`src/rtl/lzfu_pkg.sv`:
```
// Shared types, constants and the dictionary prelude for the LZFu decompressor.
// No dependencies; imported by lzfu_ctrl, lzfu_dp and lzfu_rtf_decompressor_unit.
`default_nettype none

package lzfu_pkg;

  localparam int DICT_DEPTH     = 4096;
  localparam int DICT_AW        = $clog2(DICT_DEPTH);
  localparam int PRELUDE_LENGTH = 207;
  localparam int HDR_BYTES      = 16;

  localparam logic [31:0] MAGIC_LZFU = 32'h7546_5A4C;
  localparam logic [31:0] MAGIC_RAW  = 32'h414C_454D;

  localparam logic [31:0] SIZE_BIAS    = 32'd4;
  localparam logic [4:0]  REF_LEN_BIAS = 5'd2;
  localparam logic [3:0]  FLAGS_DONE   = 4'd8;

  localparam logic OP_BYTE = 1'b0;
  localparam logic OP_END  = 1'b1;

  localparam logic KIND_DATA = 1'b0;
  localparam logic KIND_END  = 1'b1;

  localparam logic [1:0] ST_OK    = 2'd0;
  localparam logic [1:0] ST_SHORT = 2'd1;
  localparam logic [1:0] ST_SIZE  = 2'd2;
  localparam logic [1:0] ST_MAGIC = 2'd3;

  localparam logic [PRELUDE_LENGTH*8-1:0] PRELUDE_TEXT = {
    "{\\rtf1\\ansi\\mac\\deff0\\deftab720{\\fonttbl;}",
    "{\\f0\\fnil \\froman \\fswiss \\fmodern \\fscript ",
    "\\fdecor MS Sans SerifSymbolArialTimes New RomanCourier",
    "{\\colortbl\\red0\\green0\\blue0\015\012\\par ",
    "\\pard\\plain\\f0\\fs20\\b\\i\\u\\tab\\tx"
  };

  typedef struct packed {
    logic       op;
    logic [7:0] data_byte;
  } lzfu_in_t;

  typedef struct packed {
    logic        kind;
    logic [7:0]  out_byte;
    logic [1:0]  status;
    logic [31:0] out_count;
  } lzfu_out_t;

  typedef enum logic [2:0] {
    CLS_END,
    CLS_HDR,
    CLS_DROP,
    CLS_RAW,
    CLS_LIT,
    CLS_CTRL,
    CLS_REF1,
    CLS_REF2
  } lzfu_cls_t;

  typedef struct packed {
    logic latch_in;
    logic clr_wr;
    logic clr_job;
    logic upd;
    logic consume;
    logic emit_byte;
    logic emit_end;
    logic copy_start;
    logic copy_rd;
    logic copy_emit;
  } lzfu_cmd_t;

  typedef struct packed {
    lzfu_cls_t cls;
    logic      out_free;
    logic      clr_last;
    logic      copy_last;
  } lzfu_sts_t;

  function automatic logic [7:0] prelude_byte(input logic [DICT_AW-1:0] addr);
    logic [7:0] idx;
    logic [7:0] res;
    idx = 8'(PRELUDE_LENGTH - 1) - addr[7:0];
    res = 8'd0;
    if (addr < DICT_AW'(PRELUDE_LENGTH)) begin
      res = PRELUDE_TEXT[{idx, 3'b000} +: 8];
    end
    return res;
  endfunction

endpackage

`default_nettype wire

```
`src/rtl/lzfu_ctrl.sv`:
```
// Sequencing state machine of the LZFu decompressor: dictionary refill,
// item intake, per-item dispatch and back-reference copy. Uses lzfu_pkg.
`default_nettype none

module lzfu_ctrl (
  input  wire                 clk,
  input  wire                 rst_n,
  input  wire                 in_valid,
  output logic                in_stall,
  input  lzfu_pkg::lzfu_sts_t sts,
  output lzfu_pkg::lzfu_cmd_t cmd
);
  import lzfu_pkg::*;

  typedef enum logic [2:0] {
    S_CLEAR,
    S_IDLE,
    S_PROC,
    S_RD,
    S_WR
  } state_t;

  state_t state_r, state_nxt;

  always_ff @(posedge clk) begin
    if (!rst_n) begin
      state_r <= S_CLEAR;
    end else begin
      state_r <= state_nxt;
    end
  end

  assign in_stall = (state_r != S_IDLE);

  always_comb begin
    state_nxt = state_r;
    cmd       = '0;
    unique case (state_r)
      S_CLEAR: begin
        cmd.clr_wr = 1'b1;
        if (sts.clr_last) state_nxt = S_IDLE;
      end
      S_IDLE: begin
        if (in_valid) begin
          cmd.latch_in = 1'b1;
          state_nxt    = S_PROC;
        end
      end
      S_PROC: begin
        unique case (sts.cls) inside
          CLS_END: begin
            if (sts.out_free) begin
              cmd.emit_end = 1'b1;
              cmd.clr_job  = 1'b1;
              state_nxt    = S_CLEAR;
            end
          end
          CLS_HDR, CLS_CTRL, CLS_REF1: begin
            cmd.upd     = 1'b1;
            cmd.consume = 1'b1;
            state_nxt   = S_IDLE;
          end
          CLS_DROP: begin
            cmd.consume = 1'b1;
            state_nxt   = S_IDLE;
          end
          CLS_RAW, CLS_LIT: begin
            if (sts.out_free) begin
              cmd.emit_byte = 1'b1;
              cmd.consume   = 1'b1;
              state_nxt     = S_IDLE;
            end
          end
          CLS_REF2: begin
            cmd.copy_start = 1'b1;
            cmd.consume    = 1'b1;
            state_nxt      = S_RD;
          end
          default: state_nxt = S_IDLE;
        endcase
      end
      S_RD: begin
        cmd.copy_rd = 1'b1;
        state_nxt   = S_WR;
      end
      S_WR: begin
        if (sts.out_free) begin
          cmd.copy_emit = 1'b1;
          state_nxt     = sts.copy_last ? S_IDLE : S_RD;
        end
      end
      default: state_nxt = S_CLEAR;
    endcase
  end

`ifndef SYNTHESIS
  a_emit_needs_slot: assert property (@(posedge clk) disable iff (!rst_n)
    (cmd.emit_byte || cmd.emit_end || cmd.copy_emit) |-> sts.out_free)
    else $error("result loaded while output register occupied");
  a_copy_rd_then_wr: assert property (@(posedge clk) disable iff (!rst_n)
    cmd.copy_rd |=> (state_r == S_WR))
    else $error("dictionary read not followed by copy write");
`endif

endmodule

`default_nettype wire

```
`config.mk`:
```
export PLATFORM = sky130hd
export DESIGN_NAME = lzfu_ctrl
export DESIGN_NICKNAME = d
export VERILOG_FILES = /design/src/rtl/lzfu_pkg.sv /design/src/rtl/lzfu_ctrl.sv
export SDC_FILE = /design/constraint.sdc
export NUM_CORES = 1
export LEC_CHECK = 0
export CAP_MARGIN = 20
export CORE_AREA = 4 4 41 43
export DETAILED_ROUTE_END_ITERATION = 16
export DIE_AREA = 0 0 45 47
export DONT_BUFFER_PORTS = 1
export PLACE_DENSITY_LB_ADDON = 0.15
export SYNTH_ARGS = -nofsm -noshare
export SYNTH_HDL_FRONTEND = slang
export SYNTH_SLANG_ARGS = --single-unit
```
`constraint.sdc`:
```
create_clock -name clk -period 1.7 [get_ports clk]
set_clock_uncertainty 0.05 [all_clocks]
set_input_delay 0.17 -clock clk [delete_from_list [all_inputs] [get_ports clk]]
set_output_delay 0.17 -clock clk [all_outputs]
set_load 0.01 [all_outputs]
```
Word-level counts from Yosys, hierarchy flattened
Index checks and enable logic that the tools add are counted.
Widths: inputs -> output; s select.
{"block": "classes", "eq_ne": 17, "n_mux": 21, "n_reduce_logical": 6}
{"operator": "$eq 3x3->1 const B", "n": 5}
{"operator": "$mux 3", "n": 5}
{"operator": "$pmux 3 s5", "n": 1}
{"operator": "$eq 3x2->1 const B", "n": 4}
{"operator": "$mux 1", "n": 10}
{"operator": "$pmux 3 s3", "n": 1}
{"operator": "$eq 3x1->1 const B", "n": 2}
{"operator": "$logic_not 3->1", "n": 2}
{"operator": "$mux 6", "n": 1}
{"operator": "$ne 2x2->1 const B", "n": 3}
{"operator": "$ne 3x3->1 const B", "n": 2}
{"operator": "$reduce_and 5->1", "n": 1}
{"operator": "$reduce_or 5->1", "n": 1}
{"operator": "$mux 2", "n": 2}
{"operator": "$ne 3x1->1 const B", "n": 1}
{"operator": "$reduce_or 3->1", "n": 1}
{"operator": "$pmux 1 s2", "n": 1}
{"operator": "$reduce_or 2->1", "n": 1}
{"block": "word_totals", "regBits": 3, "out_inout_bits": 11, "elab_cells": 45}

Logic depth before layout (Yosys ltp)
Gate-level depths: netlist of run 1.
{"block": "logic_depth", "ltp_word": 4, "ltp_mapped": 6, "ltp_nobuf": 6}

Least setup slack after synthesis of run 1
Ideal clock, no wire load.
{"block": "synth_path", "kind": "reg2out", "startpoint": "reg state_r[2]", "endpoint": "out cmd[7] (netlist name)", "arrival_time_ps": 1243, "required_time_ps": 1480, "setup_slack_ps": 237, "stages_incl_launch_ff": 7, "path_buffers": 2, "cell_sequence": "dfxtp_1 > buf_2 > nand2b_1 > nor2_1 > nand2_1 > nor3_1 > buf_4"}
{"item": "start, declared", "line_no": "lzfu_ctrl.sv:23", "text": "state_t state_r, state_nxt;"}
{"item": "start signal, assigned", "line_no": "lzfu_ctrl.sv:29", "text": "state_r <= state_nxt;"}
{"item": "end, declared", "line_no": "lzfu_ctrl.sv:11", "text": "output lzfu_pkg::lzfu_cmd_t cmd"}

==> impl_metrics.py, run 1 <==
metrics = {
    "clocking": {
        "root_buffer": "clkbuf_4",
        "cts_hold_buf": 0,
        "cts_made_buffers": 3,
        "clk_path_buf_depth": 2,
        "cts_resized": 0,
        "cts_sinks": 3,
        "postCtsSetupBuffers": 0,
        "cts.clk_slew.worst_paths_ps": 40,
        "insertion_delay_ps": 240,
        "cts_tree": "built",
        "htreeDepth": 1,
    },
    "global_route": {
        "grt_usage_pct": 9.543,
        "grt_antenna_before_repair": 0,
        "grt_overflow": 0,
        "grt_pass1_wl_um": 1462,
        "grt_max_degree": 11,
        "grt_pass1_vias": 378,
    },
    "placed_design": {
        "place_hpwl_um": 772,
        "numPortBuffers": 0,
        "dp_slack_ps": 263.5,
        "place.gp.congestion": 0.6716,
    },
    "finish": {
        "largest_registers": "state_r (3)",
        "largest-register": "state_r",
        "drive_above_1_share_pct": 20.34,
        "largest_reg_flops": 3,
        "fill_cells": 150,
        "diodes": 0,
        "area_growth_pct": 12.89,
        "multi_input_area_um2": 299.0,
        "seqCellArea_um2": 60.06,
        "nNetsFinal": 73,
    },
    "detailed_routing": {
        "detail_route.wl_per_cell_um": 12.95,
        "drt_iter0_markers": 7,
        "drtPass1Iterations": 4,
        "routed_via_density": 5.162,
        "drc_errors": 0,
        "via_count": 382,
        "ant_nets": 0,
        "wirelength_um": 958,
    },
    "timing": {
        "post-route-period-util_pct": 89.73,
        "rsz0062_at_grt": "no",
        "period_minus_slack_ps": 1525,
        "layout_setup_ws_ps": 174.6,
        "setup-tns-final_ps": 0,
        "finalHoldViolations": 0,
        "tightest_slew_ps": 283.8,
        "max_freq_mhz": 655.5,
        "setup_viol": 0,
        "slew_violations": 0,
        "slew_headroom_pct": 81.05,
    },
    "logic_synthesis": {
        "syn_area_um2": 397.9,
        "ys_types": 25,
        "synthCells": 55,
        "ys_ff_latch": 3,
        "ys_warn_count": 0,
        "syn_avg_cell_area_um2": 7.234,
        "yosysSeqAreaShare_pct": 15.09,
        "syn_nets": 68,
    },
    "die": {
        "die-width_um": 45,
        "start_util_pct": 30.58,
        "rows": 13,
        "ioPinCount": 20,
        "dieHeight_um": 47,
        "core_um2": 1301,
        "die-area_um2": 2115,
    },
    "job": {
        "maxCapViolations": 0,
    },
    "power": {
        "vdd_drop_max_uv": 274.5,
        "p_per_area_nw_per_um2": 649.2,
        "leakage_nw": 0.1799,
        "p_total_mw": 0.2916,
    },
    "worst_setup_path": {
        "cp.arrival_ps": 1310,
        "worstSetupPathType": "flip-flop to primary output",
        "cpPeakStageDelay_ps": 440,
        "worstPathRequired_ps": 1480,
        "crit_chain": "or3b_4 > a21oi_1",
        "start_kind": "flip-flop",
        "end_kind": "primary output",
        "cp-startpoint": "state_r[2]",
        "cp_slowest_cell": "or3b_4",
        "worst-path-buf-inv": 0,
        "crit_family": "simple AND/OR/NAND/NOR gates",
        "r2r-start": "state_r[2]",
        "path_max_fanout": 10,
    },
    "worst_hold_path": {
        "hold_path_startpoint": "rst_n",
        "hold_class": "input pin to flip-flop",
    },
    "outcome": {
        "status": "finished clean",
    },
}
## synthesized netlist by cell type
cell type / n / area, um^2
a21oi_1: 5 / 25.02
ha_1: 4 / 50.05
o22a_2: 1 / 10.01
a211oi_4: 1 / 20.02
nand2_1: 4 / 15.01
o21ai_0: 2 / 10.01
nand2b_1: 3 / 18.77
nor2_1: 7 / 26.28
and4b_1: 1 / 10.01
or2b_2: 1 / 8.760
buf_4: 1 / 7.510
buf_2: 2 / 10.01
nand3_1: 1 / 5.000
buf_6: 1 / 11.26
and3_1: 2 / 12.51
dfxtp_1: 3 / 60.06
o2111ai_1: 1 / 8.760
o31ai_1: 1 / 7.510
nor3_1: 2 / 10.01
o22ai_1: 2 / 12.51
a31oi_1: 1 / 6.260
nor2b_1: 3 / 18.77
or3b_4: 1 / 11.26
nor3b_1: 1 / 7.510
inv_1: 4 / 15.01
## placed cells by master, fill, tap and decap left out
master / netlist / final
nand2_1: 4 / 4
a21oi_1: 5 / 5
or2b_2: 1 / 1
nor2_1: 7 / 7
o22a_2: 1 / 1
buf_4: 1 / 4
dfxtp_1: 3 / 3
nor3_1: 2 / 1
o31ai_1: 1 / 1
o21ai_0: 2 / 2
nor3b_1: 1 / 1
nand3_1: 1 / 1
o22ai_1: 2 / 2
nor3_2: 0 / 1
inv_1: 4 / 4
or3b_4: 1 / 1
o2111ai_1: 1 / 1
a211oi_4: 1 / 1
ha_1: 4 / 4
clkbuf_4: 0 / 3
clkbuf_1: 0 / 1
nand2b_1: 3 / 3
nor2b_1: 3 / 3
and4b_1: 1 / 1
and3_1: 2 / 2
a31oi_1: 1 / 1
## metal layers
layer,vias up,share of wire [%],global-route usage (%)
met5,-,0,0
met4,0,1.6,8.772
met3,2,4.8,0
met2,12,48,14.41
met1,170,46,12.44
li1,198,-,-
## area by class of cell
type | count | area share, %
flip-flops and latches | 3 | 13.37
multi-input cells | 44 | 66.57
inverters | 4 | 3.343
repair buffers | 4 | 6.685
clock buffers | 4 | 5.850
well taps | 15 | 4.178
## worst reg2reg max path, stage by stage (launching register included)
cell and delay [ps]:
dfxtp_1 380, or3b_4 440, a211oi_4 260, and4b_1 220
## report_power, final
group	leakage, nW	internal [mW]	switching, mW	total, mW
Clock	0.0150	0.0882	0.0411	0.129
Sequential	0.0246	0.0758	0.00336	0.0792
Combinational	0.140	0.0360	0.0471	0.0831
## kinds of logic (layout without fill, tap and decap cells)
logic type,Yosys count,in the layout,share of synthesized area [%]
AOI/OAI and AO/OA,14,14,25.16
adders and majority gates,4,4,12.58
buffers and inverters,8,12,11.01
DFF,3,3,15.09
and+or+nand+nor,26,26,36.16
## per-stage QoR
step                      cell area (um^2)  std cells  hold slack, ps  util, %
after detailed placement             417.9         70           270.2    32.12
after CTS                            444.2         74           11.83    34.13
after global routing                 449.2         74           30.21    34.52
after global placement               417.9         70           252.9    32.12
final                                449.2         74           15.43    34.52
after floorplan                      397.9         55           248.2        -
## path summary, 6_finish.rpt
path	endpoint	slack, ps	depth (start not counted)
worst min-delay path	state_r[2]	20	1
worst max-delay path	cmd[5]	170	2
worst min register to register	state_r[1]	590	3
worst max register to register	state_r[0]	240	3
(Power assumes the default switching activity.)
==> run 2, diff against run 1 <==
- ABC_AREA: default -> 1
==> run 2 against run 1 <==
  * Count of clock-buffer cells in the layout unchanged
  * Global-route usage decreased by 0.71 points
  * Combinational power grew to 4.4 times the previous value
  * Wire length shrank 7.7%
  * Synthesized cell count rose by 25%
  * Setup slack improved by 85 ps
  * Area after synthesis decreased by 0.63%
  * Worst hold slack improved by 5.5 ps
  * Non-clock buffer count fell by 3
  * Design area shrank 1.9%
  * Highest routed layer unchanged
==> impl_metrics.py, run 2 <==
metrics = {
    "clocking": {
        "cts.clk_slew.worst_paths_ps": 40,
        "root_buffer": "clkbuf_4",
        "cts_made_buffers": 3,
        "postCtsSetupBuffers": 0,
        "cts_tree": "built",
        "cts_sinks": 3,
        "insertion_delay_ps": 230,
        "cts_hold_buf": 0,
        "htreeDepth": 1,
        "cts_resized": 0,
        "clk_path_buf_depth": 2,
    },
    "worst_setup_path": {
        "cp_slowest_cell": "dfxtp_1",
        "path_max_fanout": 7,
        "cpPeakStageDelay_ps": 370,
        "cp.arrival_ps": 1220,
        "end_kind": "primary output",
        "r2r-start": "state_r[0]",
        "crit_chain": "inv_2 > nand3_2 > nor4_1 > buf_4",
        "worstPathRequired_ps": 1480,
        "worstSetupPathType": "flip-flop to primary output",
        "crit_family": "flip-flops",
        "r2r_end": "state_r[0]",
        "r2r_slack_ps": 410,
        "ff2ff_path_depth": 8,
        "worst-path-buf-inv": 2,
        "start_kind": "flip-flop",
    },
    "detailed_routing": {
        "drtPass1Iterations": 4,
        "routed.top_layer": "met4",
        "wirelength_um": 884,
        "via_count": 424,
        "wl_met1_um": 430,
        "drt_iter0_markers": 10,
        "drc_errors": 0,
        "wl_met2_um": 364,
        "routed_via_density": 4.818,
        "wl_met3_um": 77,
        "detail_route.wl_per_cell_um": 10.05,
        "ant_nets": 0,
    },
    "worst_hold_path": {
        "hold_end": "state_r[1]",
        "hold_class": "input pin to flip-flop",
        "hold_path_startpoint": "rst_n",
        "min_path_cells": 2,
    },
    "finish": {
        "utilization_pct": 33.85,
        "final_common_cell": "nand2_1",
        "largest_registers": "state_r (3)",
        "area_growth_pct": 11.39,
        "largest_reg_flops": 3,
        "layout_common_cells": "nand2_1 (15), inv_1 (13), nor2_1 (9), nand3_1 (5)",
        "final_area_um2": 440.4,
        "largest-register": "state_r",
        "diodes": 0,
        "drive_above_1_share_pct": 17.81,
        "stdcell_count": 88,
        "nNetsFinal": 87,
    },
    "die": {
        "dieHeight_um": 47,
        "rows": 13,
        "core_um2": 1301,
        "start_util_pct": 30.38,
        "ioPinCount": 20,
        "die-width_um": 45,
        "die-area_um2": 2115,
    },
    "logic_synthesis": {
        "ys_warn_count": 0,
        "synth_area_leader_cell": "dfxtp_1",
        "syn_area_um2": 395.4,
        "async_reset_ff_share_pct": 0,
        "syn_avg_cell_area_um2": 5.730,
        "syn_nets": 82,
        "synth_top_area_share_pct": 15.19,
        "ys.flop_type": "dfxtp_1",
        "synthCells": 69,
        "ys_types": 17,
        "synth-edff-count": 0,
        "yosysMostFrequentCell": "nand2_1",
        "synthTopCellsByCount": "nand2_1 (15), inv_1 (13), nor2_1 (9)",
        "ys_top_cells_by_area": "dfxtp_1 (15%), nand2_1 (14%), ha_1 (13%)",
        "ys_ff_latch": 3,
        "yosysSeqAreaShare_pct": 15.19,
    },
    "power": {
        "power.share.clock_pct": 20.1,
        "p_per_area_nw_per_um2": 1408,
        "p_sw_share_pct": 51.66,
        "p_int_mw": 0.2998,
        "leakage_nw": 0.2403,
        "p_sw_mw": 0.3204,
        "p_total_mw": 0.6202,
        "p_comb_share_pct": 58.6,
        "pwr-share-seq_pct": 21.3,
        "vdd_drop_max_uv": 480.4,
    },
    "job": {
        "maxCapViolations": 0,
    },
    "global_route": {
        "grt_pass1_vias": 375,
        "grt_overflow": 0,
        "grt_usage_pct": 8.833,
        "grt_pass1_wl_um": 1393,
        "grt_max_degree": 8,
        "grt_antenna_before_repair": 0,
    },
    "placed_design": {
        "numPortBuffers": 0,
        "place.gp.congestion": 0.8011,
        "place_hpwl_um": 759.3,
        "place_area_um2": 414.1,
        "dp_slack_ps": 428.4,
        "dp_cells": 84,
    },
    "timing": {
        "slew_violations": 0,
        "finalHoldViolations": 0,
        "tightest_slew_ps": 464.6,
        "whs_ps": 20.90,
        "layout_setup_ws_ps": 259.4,
        "setup_viol": 0,
        "rsz0062_at_grt": "no",
        "slew_headroom_pct": 68.79,
        "max_freq_mhz": 694.1,
        "setup-tns-final_ps": 0,
        "post-route-period-util_pct": 84.74,
        "period_minus_slack_ps": 1441,
    },
    "outcome": {
        "status": "finished clean",
    },
}
## run 2: cell count changes in the layout (fill, tap and decap cells not counted), sizes merged, moves of 3 or more
cell | before | now
inv | 4 | 16
nand2 | 4 | 15
nand3 | 1 | 7
nor2 | 7 | 13
buf | 4 | 1
nand2b | 3 | 0
nor2b | 3 | 0
## run 2: how the worst max path moves through the flow
stage	startpoint	endpoint	slack, ps	cells after the start
after CTS	state_r[2]	cmd[7]	240	4
after global placement	state_r[0]	state_r[0]	440	8
after floorplan	state_r[2]	cmd[7]	270	4
after detailed placement	state_r[0]	state_r[0]	430	8
final	state_r[2]	cmd[7]	260	4
after global routing	state_r[2]	cmd[3]	130	4
## run 2: routing by layer
layer / vias up / track usage, %
li1: 218 / -
met1: 187 / 11.54
met2: 17 / 14.41
met3: 2 / 1.533
met4: 0 / 3.509
met5: - / 0
## run 2: layout make-up
type	instances	area, um^2
tap	15	18.77
timing repair buffer	1	7.507
multi-input combinational	49	267.8
clock buffer	4	26.28
inverter	16	60.06
sequential	3	60.06
fill	162	860.8
## run 2: cells by family (layout without fill, tap and decap cells)
family / Yosys count / count (layout) / synth area share, %
AOI/OAI and AO/OA: 7 / 7 / 10.13
buffers and inverters: 17 / 21 / 17.09
DFF: 3 / 3 / 15.19
adders and majority gates: 4 / 4 / 12.66
and+or+nand+nor: 38 / 38 / 44.93
## run 2: worst register-to-register path: cells and delay by family (launching register included)
kind                   cells  cell delay [ps]
buffers and inverters      2              130
and+or+nand+nor            5              620
DFF                        1              320
AOI/OAI and AO/OA          1               70
## run 2: power by group through the flow
stage	logic [mW]	registers, mW	clock network, mW
after detailed placement	0.366	0.134	0
after CTS	0.367	0.133	0.127
after floorplan	0.306	0.129	0
after global placement	0.366	0.137	0
after global routing	0.414	0.138	0.134
final	0.363	0.132	0.124
==> run 3, diff against run 2 <==
- clock period: 1.7 -> 1.34 ns (I/O delays scaled with it)
==> run 3 against run 2 <==
  * Combinational power increased by 51%
  * Via count up 0.71%
  * Clock power grew 27%
  * Critical path type unchanged
  * Largest power group unchanged
==> impl_metrics.py, run 3 (same netlist as run 2, synthesis figures left out) <==
metrics = {
    "finish": {
        "largest_reg_flops": 3,
        "drive_above_1_share_pct": 30.77,
        "final_common_cell": "nand2_1",
        "largest-register": "state_r",
        "largest_registers": "state_r (3)",
        "final_area_um2": 510.5,
        "diodes": 0,
        "area_growth_pct": 29.11,
        "layout_common_cells": "nand2_1 (15), inv_1 (12), nor2_1 (8)",
        "nNetsFinal": 92,
        "stdcell_count": 93,
    },
    "timing": {
        "layout_setup_ws_ps": 76.00,
        "max_freq_mhz": 791.1,
        "post-route-period-util_pct": 94.33,
        "finalHoldViolations": 0,
        "period_minus_slack_ps": 1264,
        "slew_violations": 0,
        "slew_headroom_pct": 84.21,
        "setup_viol": 0,
        "tightest_slew_ps": 234.4,
    },
    "global_route": {
        "grt_usage_pct": 9.471,
        "grt_pass1_vias": 396,
        "grt_overflow": 0,
        "grt_antenna_before_repair": 0,
        "grt_max_degree": 8,
        "grt_pass1_wl_um": 1518,
    },
    "die": {
        "ioPinCount": 20,
        "start_util_pct": 30.38,
        "core_um2": 1301,
        "die-area_um2": 2115,
        "die-width_um": 45,
        "dieHeight_um": 47,
        "rows": 13,
    },
    "power": {
        "leakage_nw": 0.2695,
        "p_per_area_nw_per_um2": 1747,
        "vdd_drop_max_uv": 651.6,
    },
    "worst_setup_path": {
        "worstPathRequired_ps": 1160,
        "crit_chain": "inv_2 > nand3_4 > nor4_2 > buf_4",
        "worst-path-buf-inv": 2,
        "start_kind": "flip-flop",
        "cp_slowest_cell": "dfxtp_2",
        "ff2ff_path_depth": 9,
        "cp.arrival_ps": 1080,
        "path_max_fanout": 6,
        "cp.depth": 4,
        "worstSetupPathType": "flip-flop to primary output",
        "crit_family": "flip-flops",
        "end_kind": "primary output",
        "cpPeakStageDelay_ps": 330,
    },
    "detailed_routing": {
        "drc_errors": 0,
        "ant_nets": 0,
        "drt_iter0_markers": 7,
        "detail_route.wl_per_cell_um": 9.774,
        "via_count": 427,
        "drtPass1Iterations": 4,
        "wirelength_um": 909,
        "routed_via_density": 4.591,
    },
    "clocking": {
        "cts_made_buffers": 3,
        "clk_path_buf_depth": 2,
        "insertion_delay_ps": 230,
        "cts.clk_slew.worst_paths_ps": 40,
        "root_buffer": "clkbuf_4",
        "cts_sinks": 3,
        "cts_tree": "built",
        "htreeDepth": 1,
    },
    "placed_design": {
        "numPortBuffers": 0,
        "dp_cells": 87,
        "dp_slack_ps": 109.7,
        "place.gp.congestion": 0.7115,
        "place_hpwl_um": 754.6,
        "place_area_um2": 442.9,
    },
    "job": {
        "maxCapViolations": 0,
    },
    "worst_hold_path": {
        "hold_class": "input pin to flip-flop",
        "min_path_cells": 3,
    },
    "outcome": {
        "status": "finished clean",
    },
}
==> run 3: final cells by class <==
| type | count | area, um^2 |
|---|---|---|
| Fill cell | 149 | 790.8 |
| Inverter | 16 | 62.56 |
| Tap cell | 15 | 18.77 |
| Sequential cell | 3 | 66.31 |
| Timing Repair Buffer | 6 | 47.55 |
| Clock buffer | 4 | 26.28 |
| Multi-Input combinational cell | 49 | 289.0 |
==> run 3: worst paths after layout <==
check	from	to	slack [ps]
setup reg to reg	state_r[2]	state_r[1]	120
hold reg to reg	state_r[2]	state_r[2]	530
hold / removal	in_valid	state_r[0]	130
setup / recovery	state_r[0]	cmd[7]	80
==> run 3: tightest hold or removal path, cell delays in order <==
cell	delay, ps
nor2_2	30
o211ai_1	160
inv_1	40
==> run 3: repair_timing <==
action / 4_1_cts / 5_1_grt
setup endpoints to repair: 3 / 8
hold buffers: 1 / 0
buffers inserted: 0 / 1
resized for setup: 1 / 8
endpoints found under the hold margin: 3 / 0
==> run 3: stage by stage <==
step,TNS (ps),hold WS [ps],utilization (%),power (mW)
after floorplan,0,218.9,-,0.5550
after global placement,0,224.4,34.04,0.6921
after detailed placement,0,226.0,34.04,0.6819
after CTS,-29.07,153.4,37.40,0.8722
after global routing,-13.80,161.0,39.23,0.9994
final,0,128.5,39.23,0.8916
==> run 3: per-layer routing <==
metal	routed length (um)	share of wire, %	GRT usage (%)
met5	0	0	0
met4	0	0	0
met3	64	7.0	4.598
met2	410	45	16.10
met1	434	48	11.56
==> run 3: report_power, final <==
part	switching, mW	total (mW)	internal, mW
registers	0.0517	0.186	0.134
clock network	0.0452	0.157	0.111
logic	0.346	0.549	0.203
total	0.443	0.892	0.449
